==> src/rtl/can_tx_mailbox_priority_select_defines.svh <==
// Assertion macros for the CAN transmit mailbox priority selector.
// Taken in by the top level; the macros use the clk and rst_n of the including scope.
`ifndef CAN_TX_MAILBOX_PRIORITY_SELECT_DEFINES_SVH
`define CAN_TX_MAILBOX_PRIORITY_SELECT_DEFINES_SVH

// Check that is switched off while reset is held.
`define CTMPS_CHECK(lbl, prop, msg) \
  lbl: assert property (@(posedge clk) disable iff (!rst_n) prop) else $error(msg);

// Check that also applies across reset.
`define CTMPS_CHECK_RAW(lbl, prop, msg) \
  lbl: assert property (@(posedge clk) prop) else $error(msg);

`endif

==> src/rtl/ctmps_pkg.sv <==
// Shared types, constants and the arbitration field function for the
// CAN transmit mailbox priority selector. No dependencies.
package ctmps_pkg;

  localparam int NUM_SLOTS = 8;
  localparam int SLOT_W    = 3;
  localparam int ID_W      = 29;
  localparam int HDR_W     = 32;
  localparam int ARB_W     = 32;
  localparam int CNT_W     = $clog2(ARB_W);

  localparam int HDR_EXT_BIT = 29;
  localparam int HDR_FD_BIT  = 30;
  localparam int HDR_BRS_BIT = 31;
  localparam int STD_ID_W    = 11;
  localparam int STD_SHIFT   = 21;

  localparam logic [ARB_W-1:0] EXT_MARK = 32'h0020_0000;

  typedef enum logic [1:0] {
    OP_LOAD   = 2'd0,
    OP_CANCEL = 2'd1,
    OP_SELECT = 2'd2,
    OP_DONE   = 2'd3
  } op_t;

  typedef enum logic [1:0] {
    STAT_OK       = 2'd0,
    STAT_INACTIVE = 2'd1,
    STAT_EMPTY    = 2'd2
  } status_t;

  typedef enum logic [1:0] {
    S_IDLE,
    S_SCAN,
    S_PICK
  } fsm_t;

  // Control from the sequencer to the lanes and the top level.
  typedef struct packed {
    logic load;
    logic shift;
    logic pick;
    logic busy;
  } scan_ctl_t;

  // Packed arbitration field of a stored header {brs, fd, ext, id}.
  function automatic logic [ARB_W-1:0] arb_of(input logic [HDR_W-1:0] hdr);
    logic [ARB_W-1:0] f;
    if (hdr[HDR_EXT_BIT]) begin
      f = {hdr[ID_W-1:0], 3'b000} | EXT_MARK;
    end else begin
      f = {hdr[STD_ID_W-1:0], {STD_SHIFT{1'b0}}};
    end
    f[1] = f[1] | hdr[HDR_FD_BIT];
    f[0] = f[0] | hdr[HDR_BRS_BIT];
    return f;
  endfunction

endpackage

==> src/rtl/can_tx_mailbox_priority_select.sv <==
// Top level of the CAN transmit mailbox bank with priority selection.
// Depends on ctmps_pkg, ctmps_lane, ctmps_ctrl and the assertion macro header.
`include "can_tx_mailbox_priority_select_defines.svh"

// A command is transferred at a rising edge where start is high and busy is
// low. Its result appears on the out_ ports for exactly one cycle, marked by
// out_valid; the receiver cannot stall it, so it must take the result in that
// cycle. Load, cancel, done and a select that finds no pending mailbox keep
// busy low and give their result in the cycle after the transfer, and a new
// command can be transferred in the cycle right after. A select with pending
// mailboxes keeps busy high through the scan and pick states and delivers its
// result after the pick: every lane shifts its 32-bit arbitration field out one bit per cycle, most
// significant first, and drops out when it shows a one while another live
// lane shows a zero, the same wired-AND rule as arbitration on the bus. The
// field width sets the length of the scan. Among lanes still live at the end, which
// carry equal fields, the highest slot number wins and becomes the current
// transmission. Fields of a result that do not apply to its command are zero.
module can_tx_mailbox_priority_select import ctmps_pkg::*; (
  input  logic        clk,
  input  logic        rst_n,
  input  logic        start,
  output logic        busy,
  input  logic [1:0]  in_operation,
  input  logic [2:0]  in_slot,
  input  logic [28:0] in_msg_id,
  input  logic        in_is_extended,
  input  logic        in_fd_frame,
  input  logic        in_bit_rate_switch,
  input  logic        in_acked,
  output logic        out_valid,
  output logic [1:0]  out_status,
  output logic [2:0]  out_win_slot,
  output logic [31:0] out_arb_field,
  output logic [28:0] out_win_id,
  output logic        out_win_extended,
  output logic        out_win_fd,
  output logic        out_win_brs,
  output logic        out_sent_done
);

  // Mailbox state: valid bits, stored headers and the current transmission.
  logic [NUM_SLOTS-1:0] valid_r, valid_nxt;
  logic [HDR_W-1:0]     hdr_r [NUM_SLOTS];
  logic [SLOT_W-1:0]    cur_r, cur_nxt;

  // Result registers.
  logic              out_valid_r, out_valid_nxt;
  status_t           status_r, status_nxt;
  logic [SLOT_W-1:0] win_slot_r, win_slot_nxt;
  logic [ARB_W-1:0]  arb_r, arb_nxt;
  logic [HDR_W-1:0]  win_hdr_r, win_hdr_nxt;
  logic              sent_r, sent_nxt;

  scan_ctl_t            ctl;
  logic                 accept;
  op_t                  op;
  logic                 slot_ok;
  logic                 sel_go;
  logic [NUM_SLOTS-1:0] alive;
  logic [NUM_SLOTS-1:0] zero_req;
  logic                 any_zero;
  logic [SLOT_W-1:0]    win_idx;
  logic [HDR_W-1:0]     load_hdr;

  assign busy     = ctl.busy;
  assign accept   = start & ~busy;
  assign op       = op_t'(in_operation);
  assign slot_ok  = int'(in_slot) < NUM_SLOTS;
  assign sel_go   = accept && (op == OP_SELECT) && (|valid_r);
  assign any_zero = |zero_req;
  assign load_hdr = {in_bit_rate_switch, in_fd_frame, in_is_extended, in_msg_id};

  ctmps_ctrl u_ctrl (
    .clk    (clk),
    .rst_n  (rst_n),
    .sel_go (sel_go),
    .ctl    (ctl)
  );

  for (genvar g = 0; g < NUM_SLOTS; g++) begin : g_lane
    ctmps_lane u_lane (
      .clk        (clk),
      .rst_n      (rst_n),
      .ctl        (ctl),
      .hdr        (hdr_r[g]),
      .slot_valid (valid_r[g]),
      .any_zero   (any_zero),
      .alive      (alive[g]),
      .zero_req   (zero_req[g])
    );
  end

  // The survivors hold equal fields; the highest slot number among them wins.
  always_comb begin
    win_idx = '0;
    for (int i = 0; i < NUM_SLOTS; i++) begin
      if (alive[i]) begin
        win_idx = SLOT_W'(i);
      end
    end
  end

  // Mailbox bookkeeping and the result of each command.
  always_comb begin
    valid_nxt     = valid_r;
    cur_nxt       = cur_r;
    out_valid_nxt = 1'b0;
    status_nxt    = status_r;
    win_slot_nxt  = win_slot_r;
    arb_nxt       = arb_r;
    win_hdr_nxt   = win_hdr_r;
    sent_nxt      = sent_r;

    if (accept) begin
      status_nxt   = STAT_OK;
      win_slot_nxt = '0;
      arb_nxt      = '0;
      win_hdr_nxt  = '0;
      sent_nxt     = 1'b0;
      case (op)
        OP_LOAD: begin
          out_valid_nxt = 1'b1;
          if (slot_ok) begin
            valid_nxt[in_slot] = 1'b1;
          end
        end
        OP_CANCEL: begin
          out_valid_nxt = 1'b1;
          if (slot_ok && valid_r[in_slot]) begin
            valid_nxt[in_slot] = 1'b0;
          end else begin
            status_nxt = STAT_INACTIVE;
          end
        end
        OP_SELECT: begin
          // With pending mailboxes the result comes from the scan.
          if (!(|valid_r)) begin
            out_valid_nxt = 1'b1;
            status_nxt    = STAT_EMPTY;
          end
        end
        OP_DONE: begin
          out_valid_nxt = 1'b1;
          win_slot_nxt  = cur_r;
          if (in_acked && valid_r[cur_r]) begin
            valid_nxt[cur_r] = 1'b0;
            sent_nxt         = 1'b1;
          end
        end
        default: begin
          out_valid_nxt = 1'b1;
        end
      endcase
    end else if (ctl.pick) begin
      out_valid_nxt = 1'b1;
      cur_nxt       = win_idx;
      status_nxt    = STAT_OK;
      win_slot_nxt  = win_idx;
      arb_nxt       = arb_of(hdr_r[win_idx]);
      win_hdr_nxt   = hdr_r[win_idx];
      sent_nxt      = 1'b0;
    end
  end

  // Headers are only read while their slot is valid, so they need no reset.
  always_ff @(posedge clk) begin
    if (accept && (op == OP_LOAD) && slot_ok) begin
      hdr_r[in_slot] <= load_hdr;
    end
  end

  always_ff @(posedge clk) begin
    status_r   <= status_nxt;
    win_slot_r <= win_slot_nxt;
    arb_r      <= arb_nxt;
    win_hdr_r  <= win_hdr_nxt;
    sent_r     <= sent_nxt;
  end

  always_ff @(posedge clk) begin
    if (!rst_n) begin
      valid_r     <= '0;
      cur_r       <= '0;
      out_valid_r <= 1'b0;
    end else begin
      valid_r     <= valid_nxt;
      cur_r       <= cur_nxt;
      out_valid_r <= out_valid_nxt;
    end
  end

  assign out_valid        = out_valid_r;
  assign out_status       = status_r;
  assign out_win_slot     = win_slot_r;
  assign out_arb_field    = arb_r;
  assign out_win_id       = win_hdr_r[ID_W-1:0];
  assign out_win_extended = win_hdr_r[HDR_EXT_BIT];
  assign out_win_fd       = win_hdr_r[HDR_FD_BIT];
  assign out_win_brs      = win_hdr_r[HDR_BRS_BIT];
  assign out_sent_done    = sent_r;

  // A result is only ever presented once the sequencer has returned to idle.
  `CTMPS_CHECK(a_result_when_idle, out_valid |-> !busy, "result presented while busy")
  // Elimination can never remove the last live lane during a scan.
  `CTMPS_CHECK(a_scan_keeps_winner, ctl.shift |-> (alive != '0), "scan lost every lane")
  // Every transferred command either delivers a result or starts a scan.
  `CTMPS_CHECK(a_command_progress, accept |=> (out_valid || busy), "command dropped")
  // Reset leaves the block idle with no result pending.
  `CTMPS_CHECK_RAW(a_reset_quiet, !rst_n |=> (!out_valid && !busy), "not idle after reset")

endmodule

==> src/rtl/ctmps_lane.sv <==
// One mailbox lane: shifts its arbitration field out MSB first and drops out
// of the running once another live lane shows a dominant zero. Uses ctmps_pkg.
module ctmps_lane import ctmps_pkg::*; (
  input  logic             clk,
  input  logic             rst_n,
  input  scan_ctl_t        ctl,
  input  logic [HDR_W-1:0] hdr,
  input  logic             slot_valid,
  input  logic             any_zero,
  output logic             alive,
  output logic             zero_req
);

  logic [ARB_W-1:0] sh_r, sh_nxt;
  logic             alive_r, alive_nxt;

  always_comb begin
    sh_nxt    = sh_r;
    alive_nxt = alive_r;
    if (ctl.load) begin
      sh_nxt    = arb_of(hdr);
      alive_nxt = slot_valid;
    end else if (ctl.shift) begin
      sh_nxt = {sh_r[ARB_W-2:0], 1'b0};
      // A recessive one loses against any live dominant zero.
      if (any_zero && sh_r[ARB_W-1]) begin
        alive_nxt = 1'b0;
      end
    end
  end

  always_ff @(posedge clk) begin
    sh_r <= sh_nxt;
  end

  always_ff @(posedge clk) begin
    if (!rst_n) begin
      alive_r <= 1'b0;
    end else begin
      alive_r <= alive_nxt;
    end
  end

  assign alive    = alive_r;
  assign zero_req = alive_r & ~sh_r[ARB_W-1];

endmodule

==> src/rtl/ctmps_ctrl.sv <==
// Sequencer for the bit-serial select: load, one cycle per field bit, pick.
// Uses ctmps_pkg.
module ctmps_ctrl import ctmps_pkg::*; (
  input  logic      clk,
  input  logic      rst_n,
  input  logic      sel_go,
  output scan_ctl_t ctl
);

  localparam logic [CNT_W-1:0] CNT_LAST = CNT_W'(ARB_W - 1);

  fsm_t             state_r, state_nxt;
  logic [CNT_W-1:0] cnt_r, cnt_nxt;

  always_comb begin
    state_nxt = state_r;
    cnt_nxt   = '0;
    unique case (state_r)
      S_IDLE: begin
        if (sel_go) begin
          state_nxt = S_SCAN;
        end
      end
      S_SCAN: begin
        cnt_nxt = cnt_r + 1'b1;
        if (cnt_r == CNT_LAST) begin
          state_nxt = S_PICK;
        end
      end
      S_PICK: begin
        state_nxt = S_IDLE;
      end
      default: begin
        state_nxt = S_IDLE;
      end
    endcase
  end

  always_comb begin
    ctl = '0;
    unique case (state_r)
      S_IDLE: ctl.load = sel_go;
      S_SCAN: begin
        ctl.shift = 1'b1;
        ctl.busy  = 1'b1;
      end
      S_PICK: begin
        ctl.pick = 1'b1;
        ctl.busy = 1'b1;
      end
      default: ctl = '0;
    endcase
  end

  always_ff @(posedge clk) begin
    if (!rst_n) begin
      state_r <= S_IDLE;
      cnt_r   <= '0;
    end else begin
      state_r <= state_nxt;
      cnt_r   <= cnt_nxt;
    end
  end

endmodule

==> config.mk <==
export PLATFORM = sky130hd
export DESIGN_NAME = can_tx_mailbox_priority_select
export DESIGN_NICKNAME = d
export VERILOG_FILES = /design/src/rtl/ctmps_pkg.sv /design/src/rtl/can_tx_mailbox_priority_select.sv /design/src/rtl/ctmps_lane.sv /design/src/rtl/ctmps_ctrl.sv
export VERILOG_INCLUDE_DIRS = /design/src /design/src/rtl
export SDC_FILE = /design/constraint.sdc
export NUM_CORES = 1
export LEC_CHECK = 0
export ABC_AREA = 1
export CAP_MARGIN = 30
export CORE_MARGIN = 4
export CORE_UTILIZATION = 59
export DETAILED_ROUTE_END_ITERATION = 8
export DONT_BUFFER_PORTS = 1
export PLACE_DENSITY = 0.86
export SYNTH_ARGS = -nofsm -noshare
export SYNTH_HDL_FRONTEND = slang
export SYNTH_SLANG_ARGS = --single-unit
==> constraint.sdc <==
create_clock -name clk -period 18.27 [get_ports clk]
set_clock_uncertainty 0.15 [all_clocks]
set_input_delay 3.654 -clock clk [delete_from_list [all_inputs] [get_ports clk]]
set_output_delay 3.654 -clock clk [all_outputs]
set_load 0.05 [all_outputs]
==> impl_metrics.yaml <==
floorplan:
  die-area_um2: 48110
  rows: 77
  core_um2: 44220
  io_pins: 113
  start_util_pct: 59.60
  fp.dieW_um: 219.3
  die_h_um: 219.3
global_route:
  grt_pass1_vias: 19370
  grt_pass1_wl_um: 110800
  grt_max_degree: 299
  grt_use_total_pct: 30.44
  grt_overflow: 0
  antenna_found_initial: 0
synth:
  synth_flop_cell: "edfxtp_1"
  synth.most_common_cell: "nand2_1"
  synth.avg_cell_area_um2: 10.18
  synth_nets: 2640
  yosysSeqAreaShare_pct: 65.71
  synth_top_area_share_pct: 59.02
  synthTopCellsByArea: "edfxtp_1 59%, nand2_1 11%, dfxtp_1 6.7%"
  async_flop_share_pct: 0
  syn_area_um2: 26350
  synth_edf_count: 518
  yosysWarnings: 0
  synthCells: 2589
  yosys.area.top_type: "edfxtp_1"
  ys_types: 36
  ys_top_cells_by_count: "777 x nand2_1, 518 x edfxtp_1, 269 x nand3_1"
  ys_ff_latch: 606
setup_path:
  crit_family: "simple AND/OR/NAND/NOR gates"
  critical_path_required_ps: 18360
  reg2reg_depth: 9
  r2r_setup_slack_ps: 12290
  crit_cells: 8
  cp-start-kind: "input port"
  worstPathMaxFanout: 90
  end_kind: "flip-flop"
  slowest_stage: "nand2_4"
  crit_buf_inv: 4
  crit_start: "start"
  crit_end: "g_lane[6].u_lane.sh_r[24]"
  critPathKind: "input port to flip-flop"
  crit_chain: "inv_1 > nor2_4 > inv_1 > nor2_1 > nand3_4 > nand2_4 > buf_4 > buf_4"
  r2r-end: "g_lane[6].u_lane.sh_r[24]"
  slowest_delay_ps: 880
  arrival_ps: 8020
  r2r_start: "u_ctrl.state_r[0]"
clocking:
  cts_buffers: 57
  clock-sinks: 606
  cts-htree-levels: 2
  clk_latency_ps: 630
  cts_resized: 0
  cts_hold_buf: 0
  root_buffer: "clkbuf_16"
  cts_tree: "yes"
  clk_pin_slew_ps: 60
  post-cts-setup-buffer-count: 0
  clk_path_buf_depth: 3
timing:
  hold_violations: 0
  slew_headroom_pct: 22.91
  period_minus_slack_ps: 7938
  min_period_over_period_pct: 43.45
  slew_viol_final: 0
  grt_setup_unrepaired: "no"
  finalSetupTns_ps: 0
  setup_viol: 0
  fmax_mhz: 126.0
  worst_slack_ps: 10330
  worst_slew_pin_slew_ps: 1156
hold_path:
  min_from: "u_ctrl.cnt_r[0]"
  hold_class: "flip-flop to flip-flop"
outcome:
  outcome: "finished with violations"
  violations: "design-rule violations"
final_layout:
  fin_nets: 2571
  drive_gt1_share_pct: 6.192
  fillerInstances: 3127
  final_util_pct: 64.65
  diodes: 0
  finish.instance_area_um2: 28590
  area_growth_pct: 8.475
  stdcell_count: 3160
routing:
  vias: 19920
  drt_first_pass_iters: 9
  drt_wl_total_um: 74280
  via_per_inst: 6.303
  wl_per_cell_um: 23.51
  drt_iter0_drc: 3441
  ant_nets: 0
  route.detailed.drc: 1
place:
  portBuffers: 0
  place_area_um2: 26660
  place_worst_setup_slack_ps: 9798
  routabilityCongestion: 0.9190
  placed_cells: 3052
  hpwl_um: 43850
power:
  ir_drop_v: 0.00009224
  power_density_nw_per_um2: 110.0
  leakagePower_uw: 0.01130
flow_run:
  drv_cap: 0
## registers in the layout, indices dropped and copies added (netlist names)
| signal | count |
|---|---|
| hdr_r | 256 |
| g_lane.u_lane.alive | 8 |
| win_hdr_r | 31 |
| valid_r | 8 |
| out_win_slot | 3 |
| u_ctrl.state_r | 2 |
| g_lane.u_lane.sh_r | 256 |
| u_ctrl.cnt_r | 5 |
| out_arb_field | 30 |
| cur_r | 3 |
| out_valid | 1 |
| out_status | 2 |
| out_sent_done | 1 |
## worst register-to-register path, stage by stage (launching register included)
cell and delay, ps:
dfxtp_1 360, inv_1 80, ha_1 540, nor2_4 320
inv_1 370, nor2_1 350, nand3_4 760, nand2_4 900
buf_4 810, buf_4 870
## power by group
group	internal, uW	switching [uW]	leakage (uW)
Clock	675	529	0.000930
Combinational	60.9	192	0.00497
Sequential	1560	132	0.00540
## metal layers
metal  vias to the layer above  part of all wire, %  global-route usage, %  routed length (um)
met5                         -                    0                      0                   0
met1                      9277                   34                  38.46               25500
met2                      1609                   46                  48.71               33970
met3                       341                   14                  7.754               10500
met4                         0                  5.8                  16.12                4312
li1                       8692                    -                      -                   -
## placed cells by master (no fill, tap or decap), types with 8 or more instances in the layout
master | netlist | layout
inv_2 | 8 | 8
o31ai_1 | 100 | 100
a21oi_1 | 34 | 34
clkbuf_1 | 63 | 10
nand2_1 | 777 | 776
nand3_1 | 269 | 268
edfxtp_1 | 518 | 518
o21ai_1 | 29 | 29
dfxtp_1 | 88 | 88
o211ai_1 | 8 | 8
nor2_1 | 52 | 42
o22ai_1 | 14 | 14
inv_1 | 245 | 245
clkbuf_16 | 0 | 59
nor2_4 | 1 | 10
ha_1 | 10 | 10
buf_4 | 9 | 29
clkinv_2 | 0 | 13
o21ai_0 | 254 | 254
## stage by stage
stage / total power, uW / hold WS, ps
2_1_floorplan: 1886 / 267.6
3_3_place_gp: 1949 / 277.3
3_5_place_dp: 1961 / 289.8
4_1_cts: 3143 / 303.4
5_1_grt: 3236 / 320.3
6_report: 3146 / 306.1
## cell type report
cell class / count / area (um^2) / area share (%)
flip-flops and latches: 606 / 17320 / 60.57
well taps: 592 / 740.7 / 2.591
inverters: 254 / 955.9 / 3.344
clock inverters: 36 / 362.8 / 1.269
repair buffers: 32 / 292.8 / 1.024
clock buffers: 71 / 1541 / 5.392
multi-input cells: 1569 / 7377 / 25.81
## cells by family after synthesis
logic type,share of synthesized area [%]
compound gates,9.785
flops,65.71
simple gates,17.33
buf+inv,6.685
fa+ha+maj,0.4748
other cells,0.01423
## worst min-delay path by stage
stage / end / cells after the start / slack, ps
5_1_grt: u_ctrl.cnt_r[0] / 1 / 320
3_5_place_dp: u_ctrl.cnt_r[0] / 1 / 290
6_report: u_ctrl.cnt_r[0] / 1 / 310
4_1_cts: u_ctrl.cnt_r[0] / 1 / 300
2_1_floorplan: u_ctrl.cnt_r[0] / 1 / 270
3_3_place_gp: u_ctrl.cnt_r[0] / 1 / 280
Power figures use the tool's default switching activity.
